File: src/sv/pmr_pkg.sv
// Shared types and constants for the polygon mask rasterizer.
// Used by the top level, the grid divider and the port checker.
`default_nettype none

package pmr_pkg;

  localparam int COORD_W = 40;
  localparam int SPAN_W  = 42;
  localparam int RES_W   = 16;
  localparam int PAD_W   = 24;
  localparam int DIM_W   = 16;
  localparam int CFG_IDX_W = 1;

  localparam logic [1:0] CMD_CLEAR    = 2'd0;
  localparam logic [1:0] CMD_APPEND   = 2'd1;
  localparam logic [1:0] CMD_CLASSIFY = 2'd2;
  localparam logic [1:0] CMD_UNUSED   = 2'd3;

  localparam logic [1:0] ST_OK      = 2'd0;
  localparam logic [1:0] ST_FULL    = 2'd1;
  localparam logic [1:0] ST_OFFGRID = 2'd2;

  localparam logic [CFG_IDX_W-1:0] REG_RES = 1'b0;
  localparam logic [CFG_IDX_W-1:0] REG_PAD = 1'b1;

  localparam logic [RES_W-1:0] RES_RESET = 16'd128;
  localparam logic [PAD_W-1:0] PAD_RESET = 24'd12800;
  localparam logic [DIM_W-1:0] DIM_CAP   = 16'hFFFF;
  localparam logic [7:0] PIX_INSIDE = 8'd255;

  // Request to the grid divider: one pulse starts a ceiling division.
  typedef struct packed {
    logic              start;
    logic              empty;
    logic [SPAN_W-1:0] span;
  } pmr_div_req_t;

  typedef struct packed {
    logic             done;
    logic [DIM_W-1:0] dim;
  } pmr_div_rsp_t;

endpackage

`default_nettype wire

File: src/sv/pmr_grid_div.sv
// Ceiling division of a padded span by the cell size, saturated to 16 bits.
// Restoring divider, one quotient bit per cycle; depends on pmr_pkg.
`default_nettype none

module pmr_grid_div
  import pmr_pkg::*;
(
  input  wire logic         clk,
  input  wire logic         rst,
  input  wire pmr_div_req_t req,
  input  wire logic [RES_W-1:0] res,
  output pmr_div_rsp_t      rsp
);

  logic             busy;
  logic [4:0]       cnt;
  logic [RES_W-1:0] rem;
  logic [15:0]      sh;
  logic [DIM_W-1:0] q;

  logic [RES_W:0]   rem2;
  logic             ge;
  logic [RES_W-1:0] rem_next;
  logic [DIM_W-1:0] q_next;
  logic [DIM_W:0]   n_ceil;
  logic             sat;

  always_comb begin
    rem2     = {rem, sh[15]};
    ge       = rem2 >= {1'b0, res};
    rem_next = ge ? RES_W'(rem2 - {1'b0, res}) : rem2[RES_W-1:0];
    q_next   = {q[DIM_W-2:0], ge};
    n_ceil   = {1'b0, q_next} + (DIM_W+1)'(rem_next != '0);
    // A quotient of 2^16 or more shows as the upper span bits reaching res.
    sat      = req.span >= {10'b0, res, 16'b0};
  end

  always_ff @(posedge clk) begin
    if (rst) begin
      busy     <= 1'b0;
      rsp.done <= 1'b0;
    end else begin
      rsp.done <= (req.start && (req.empty || sat)) || (!req.start && busy && cnt == 5'd1);
      if (req.start) begin
        if (req.empty) begin
          rsp.dim  <= '0;
        end else if (sat) begin
          rsp.dim  <= DIM_CAP;
        end else begin
          rem  <= req.span[31:16];
          sh   <= req.span[15:0];
          q    <= '0;
          cnt  <= 5'd16;
          busy <= 1'b1;
        end
      end else if (busy) begin
        rem <= rem_next;
        q   <= q_next;
        sh  <= {sh[14:0], 1'b0};
        cnt <= cnt - 5'd1;
        if (cnt == 5'd1) begin
          busy     <= 1'b0;
          rsp.dim  <= n_ceil[DIM_W] ? DIM_CAP : n_ceil[DIM_W-1:0];
        end
      end
    end
  end

endmodule

`default_nettype wire

File: config.mk
export PLATFORM = sky130hd
export DESIGN_NAME = pmr_grid_div
export DESIGN_NICKNAME = d
export VERILOG_FILES = /design/src/sv/pmr_pkg.sv /design/src/sv/pmr_grid_div.sv
export SDC_FILE = /design/constraint.sdc
export NUM_CORES = 1
export LEC_CHECK = 0
export ABC_AREA = 1
export BUFFER_PORTS_ARGS = -buffer_cell sky130_fd_sc_hd__clkbuf_2
export CORE_AREA = 8 8 101 103
export CTS_CLUSTER_SIZE = 14
export DETAILED_ROUTE_END_ITERATION = 8
export DIE_AREA = 0 0 109 111
export PLACE_DENSITY = 0.84
export REMOVE_ABC_BUFFERS = 1
export SETUP_SLACK_MARGIN = 0.15
export SKIP_CTS_REPAIR_TIMING = 1
export SLEW_MARGIN = 20
export SYNTH_ARGS = -nofsm -noshare
export SYNTH_HDL_FRONTEND = slang
export SYNTH_SLANG_ARGS = --single-unit
File: constraint.sdc
create_clock -name clk -period 8.35 [get_ports clk]
set_input_delay 0.4175 -clock clk [delete_from_list [all_inputs] [get_ports clk]]
set_output_delay 0.4175 -clock clk [all_outputs]
set_load 0.05 [all_outputs]
Word level (Yosys, flattened, before mapping)
Cells that the tools add are included.
{ "totals": {"regBits": 70, "out_inout_bits": 17, "word_cells": 57} }
{ "op_classes": {"add_sub_neg": 3, "n_lt_le_gt_ge": 2, "eq_ne": 4, "muxes": 28, "n_bitwise": 1, "reduce_logical": 12} }
{ "ops": {"columns": ["operator", "count"], "rows": [
  ["16-bit two-way mux", 15],
  ["15-bit two-way mux", 4],
  ["42-bit by 32-bit >= comparator with 1-bit output", 1],
  ["5-bit two-way mux", 4],
  ["16-bit by 1-bit adder with 17-bit output", 1],
  ["17-bit by 16-bit >= comparator with 1-bit output", 1],
  ["16-bit nonzero test", 1],
  ["16-bit subtractor", 1],
  ["4-bit AND reduction", 2],
  ["5-bit by 1-bit equality test with 1-bit output, second input constant", 1],
  ["1-bit two-way mux", 5],
  ["5-bit by 1-bit subtractor with 5-bit output, second input constant", 1],
  ["2-bit inequality test, second input constant", 2],
  ["2-bit nonzero test", 2],
  ["1-bit logical AND", 3],
  ["3-bit by 2-bit inequality test with 1-bit output, second input constant", 1],
  ["1-bit logical OR", 2],
  ["2-bit AND reduction", 1],
  ["1-bit zero test", 1],
  ["1-bit inverter", 1]
]} }

Depth between registers and ports, before layout
{ "depth": {"depth_word": 8, "depth_mapped": 26} }

Least setup slack after synthesis
No wires, ideal clock.
{ "synth_path": {"path_type": "input port to flip-flop", "start": "input port res[13]", "end": "register cnt[0], enable pin", "arrival_time_ns": 3.855, "required_time_ns": 7.871, "slack_ns": 4.016, "cell_stages": 7, "path_buffers": 0, "path_cell_list": "inv_1 ha_1 a21oi_1 o21ai_0 a211oi_1 nand4_1 a21oi_1"} }
{ "synth_via": {"elab_chain_len": 3} }
{ "synth_lines": {"columns": ["element", "line_no", "source"], "rows": [
  ["start, declared", "pmr_grid_div.sv:11", "input wire logic [RES_W-1:0] res,"],
  ["42-bit by 32-bit >= comparator with 1-bit output", "pmr_grid_div.sv:35", "sat = req.span >= {10'b0, res, 16'b0};"],
  ["2-bit inequality test (no source line)", null, null],
  ["4-bit AND reduction (no source line)", null, null],
  ["end signal, assigned", "pmr_grid_div.sv:60", "cnt <= cnt - 5'd1;"],
  ["end, declared", "pmr_grid_div.sv:16", "logic [4:0] cnt;"]
]} }
No other way between the ends.
A chain may end at the register's enable or synchronous reset.

Worst setup path after layout
{ "layout_path": {"start": "register rem[10]", "end": "register rsp[7] (netlist bit) (data pin)"} }
{ "layout_via": {"elab_chain_len": 8, "word_cells_on_any_way": 9} }
{ "layout_lines": {"columns": ["element", "line_no", "source"], "rows": [
  ["start, declared", "pmr_grid_div.sv:17", "logic [RES_W-1:0] rem;"],
  ["start signal, assigned", "pmr_grid_div.sv:50", "rem <= req.span[31:16];"],
  ["start signal, assigned", "pmr_grid_div.sv:57", "rem <= rem_next;"],
  ["16-bit subtractor / 17-bit by 16-bit >= comparator with 1-bit output (equally long branches)", "pmr_grid_div.sv:31, pmr_grid_div.sv:30", null],
  ["16-bit two-way mux", "pmr_grid_div.sv:31", "rem_next = ge ? RES_W'(rem2 - {1'b0, res}) : rem2[RES_W-1:0];"],
  ["16-bit nonzero test", "pmr_grid_div.sv:33", "n_ceil = {1'b0, q_next} + (DIM_W+1)'(rem_next != '0);"],
  ["16-bit by 1-bit adder with 17-bit output (*)", "pmr_grid_div.sv:33", null],
  ["16-bit two-way mux (*)", "pmr_grid_div.sv:63", "rsp.dim <= n_ceil[DIM_W] ? DIM_CAP : n_ceil[DIM_W-1:0];"],
  ["16-bit two-way mux (*)", "pmr_grid_div.sv:61", "if (cnt == 5'd1) begin"],
  ["16-bit two-way mux (*)", "pmr_grid_div.sv:56", "end else if (busy) begin"],
  ["16-bit two-way mux (*)", "pmr_grid_div.sv:44", "if (req.start) begin"],
  ["end, declared", "pmr_grid_div.sv:12", "output pmr_div_rsp_t rsp"]
]} }
Mark *: on every way between the ends. The rest lies on a longest branch, timed or not. The select of a mux whose other input is x is not followed.

==> run_results.csv <==
group,metric,value,unit
setup_path,slowest_stage,"nor4_4",
cells_and_area,layout_common_cells,"208 x nand2_1, 90 x inv_1, 78 x clkbuf_2, 75 x nor2_1, 68 x edfxtp_1",
clock_network,cts_tree,"built",
sta,slew_headroom,47.0,%
clock_network,numCtsBuffers,9,
yosys,avgSynthCellArea,7.63,sq um
status,status,"complete, no violations",
cells_and_area,nNetsFinal,849,
detailed_routing,drt-total-wl,13.0,mm
sta,drv_slew,0,
power_and_ir_drop,power.internal,0.000662,W
detailed_routing,drc,0,
clock_network,cts_sinks,70,
cells_and_area,syn_to_final_growth,13.5,%
clock_network,cts_buffer_depth,2,
setup_path,crit_chain,"ha_1, nand2_2, inv_1, nand2_1, nand2_1, nand2_1, nand2_2, nor2_4, nand2_4, inv_2, nand2_1, nand2_1, nor2_1, nand2_1, nor2_1, nand2_1, ha_1, nand2_2, nor2_1, nand2_1, nor4_4, o21ai_0, nand2_1",
sta,timing.setup.tns,0,ns
sta,hold_viol_final,0,
setup_path,path_class,"reg2reg",
yosys,synth_warnings,0,
setup_path,cp-start-kind,"flop",
grt,overflow,0,
sta,rsz0062_at_grt,"no",
setup_path,cp_top_family,"simple AND/OR/NAND/NOR gates",
setup_path,max_stage_delay,0.45,ns
cells_and_area,drive_gt1_share,17.0,%
yosys,synth_seq_cells,70,
sta,post-route-period-util,46.4,%
detailed_routing,first_iter_violations,334,
clock_network,path_clk_slew,0.07,ns
grt,grt_pass1_wl,21.3,mm
power_and_ir_drop,p_leak,2.88,nW
die,die_width,109,um
cells_and_area,layout_commonest_cell,"nand2_1",
placed_design,gp_congestion,0.963,
power_and_ir_drop,p_switching,0.000254,W
yosys,syn-instance-count,674,
detailed_routing,drt_first_pass_iters,5,
worst_hold_path,hold_start,"req[0]",
setup_path,reg2reg_depth,23,
setup_path,arrival,4.07,ns
placed_design,io_buffers,78,
die,num_rows,34,
die,die_area,12100,sq um
clock_network,htree_levels,3,
setup_path,r2r-start,"rem[10]",
sta,hold-worst-slack,0.359,ns
clock_network,clockRootBuffer,"clkbuf_8",
sta,finalSetupViolCount,0,
sta,fmax,258,MHz
detailed_routing,viasPerCell,5.46,
power_and_ir_drop,pwr-share-clk,34.8,%
sta,min_period,3.88,ns
grt,grt_max_degree,65,
die,core-area,8550,sq um
grt,antenna_found_initial,0,
sta,tightest_slew,0.795,ns
setup_path,path_common_cell,"nand2_1",
cells_and_area,n_fill_cell,723,
yosys,syn_area,5140,sq um
grt,track_usage,21.7,%
setup_path,endpoint_kind,"flop",
worst_hold_path,min_path_type,"in2reg",
setup_path,crit_fanout,19,
power_and_ir_drop,combinationalPowerShare,20.8,%
die,die_h,111,um
setup_path,critPathRequiredTime,8.54,ns
yosys,synth_cell_types,38,
die,boundaryPins,79,
detailed_routing,wire_per_inst,15.0,um
sta,skew,0.00639,ns
placed_design,dpl.hpwl,10.2,mm
worst_hold_path,holdPathStages,3,
yosys,ys_seq_area_share,40.5,%
power_and_ir_drop,power_density,157,nW/um^2
setup_path,worst-path-buf-inv,2,
detailed_routing,vias,4715,
power_and_ir_drop,p_seq_share,44.4,%
cells_and_area,n_antenna_cell,0,
setup_path,crit_start,"rem[10]",
power_and_ir_drop,vdd_drop_max,124,uV
grt,grt_pass1_vias,4513,
clock_network,clock_latency,0.34,ns
power_and_ir_drop,sw_frac_of_total,27.7,%
detailed_routing,ant_nets,0,
die,initial_core_util,60.2,%
setup_path,worstSetupPathDepth,23,
run,maxCapViolCount,0,
==> flip-flops by register name, summed over array words and instances (netlist names) <==
register / cells
busy: 1
cnt: 5
q: 15
rem: 16
rsp: 17
sh: 16
==> worst paths after layout <==
path | to | slack (ns)
worst min register to register | busy | 0.50
worst max register to register | rsp[7] | 4.47
worst min-delay path | sh[0] | 0.36
worst max-delay path | rsp[7] | 4.47
==> synth_stat cells (all sizes together) <==
cell	number	area [sq um]
o21a	1	7.51
a31oi	15	93.8
dfxtp	2	40.0
inv	94	353
nand2	221	872
a211oi	1	7.51
nor2	80	323
fa	1	20.0
clkbuf	11	41.3
o21ai	22	110
buf	5	50.1
xnor2	1	8.76
nor3	7	40.0
nand3	40	225
nand4	11	68.8
edfxtp	68	2040
and2	4	25.0
nand3b	3	22.5
xor2	13	114
or2	5	31.3
o211ai	1	7.51
a21oi	24	124
nor4	7	58.8
ha	36	450
o31ai	1	7.51
==> per-layer routing <==
metal	global-route usage [%]	wire length [um]	vias to the layer above
li1	-	-	2358
met1	29.8	5790	2125
met2	32.8	5820	207
met3	5.70	1110	25
met4	5.75	242	0
met5	0	0	-
==> power groups by stage <==
stage | clock (W) | combinational (W) | sequential (W)
3_3_place_gp | 0 | 0.000183 | 0.000414
2_1_floorplan | 0 | 0.000118 | 0.000422
6_report | 0.000319 | 0.000191 | 0.000406
4_1_cts | 0.000320 | 0.000189 | 0.000406
3_5_place_dp | 0 | 0.000188 | 0.000414
5_1_grt | 0.000335 | 0.000215 | 0.000407
==> stage by stage <==
stage	worst slack [ns]	power, W	util, %	instances	area, sq um
6_report	4.47	0.000916	68.3	863	5840
5_1_grt	4.07	0.000957	68.3	863	5840
4_1_cts	4.50	0.000915	68.3	863	5840
3_5_place_dp	4.44	0.000601	65.6	847	5610
3_3_place_gp	4.60	0.000596	65.6	847	5610
2_1_floorplan	4.02	0.000540	-	658	5050
==> worst min-delay path: stages <==
cell and delay (ns):
clkbuf_2 0.09, nand2_1 0.05, inv_1 0.04
==> cell families (layout without fill, tap and decap cells) <==
group / Yosys count / after routing / share of synthesized area [%]
flip-flops: 70 / 70 / 40.5
adder cells (fa/ha/maj): 37 / 37 / 9.15
buffers and inverters: 110 / 191 / 8.64
XOR/XNOR: 14 / 14 / 2.38
AND/OR/NAND/NOR: 378 / 378 / 32.4
AO/OA/AOI/OAI: 65 / 65 / 6.96
==> final cells by class <==
class / count / area (sq um) / share of cell area [%]
clock inverters: 5 / 97.6 / 1.67
repair buffers: 81 / 413 / 7.07
inverters: 94 / 353 / 6.04
clock buffers: 11 / 131 / 2.25
well taps: 108 / 135 / 2.31
multi-input cells: 494 / 2630 / 45.0
flip-flops and latches: 70 / 2080 / 35.6
No activity file was read; power rests on OpenSTA's default activity.
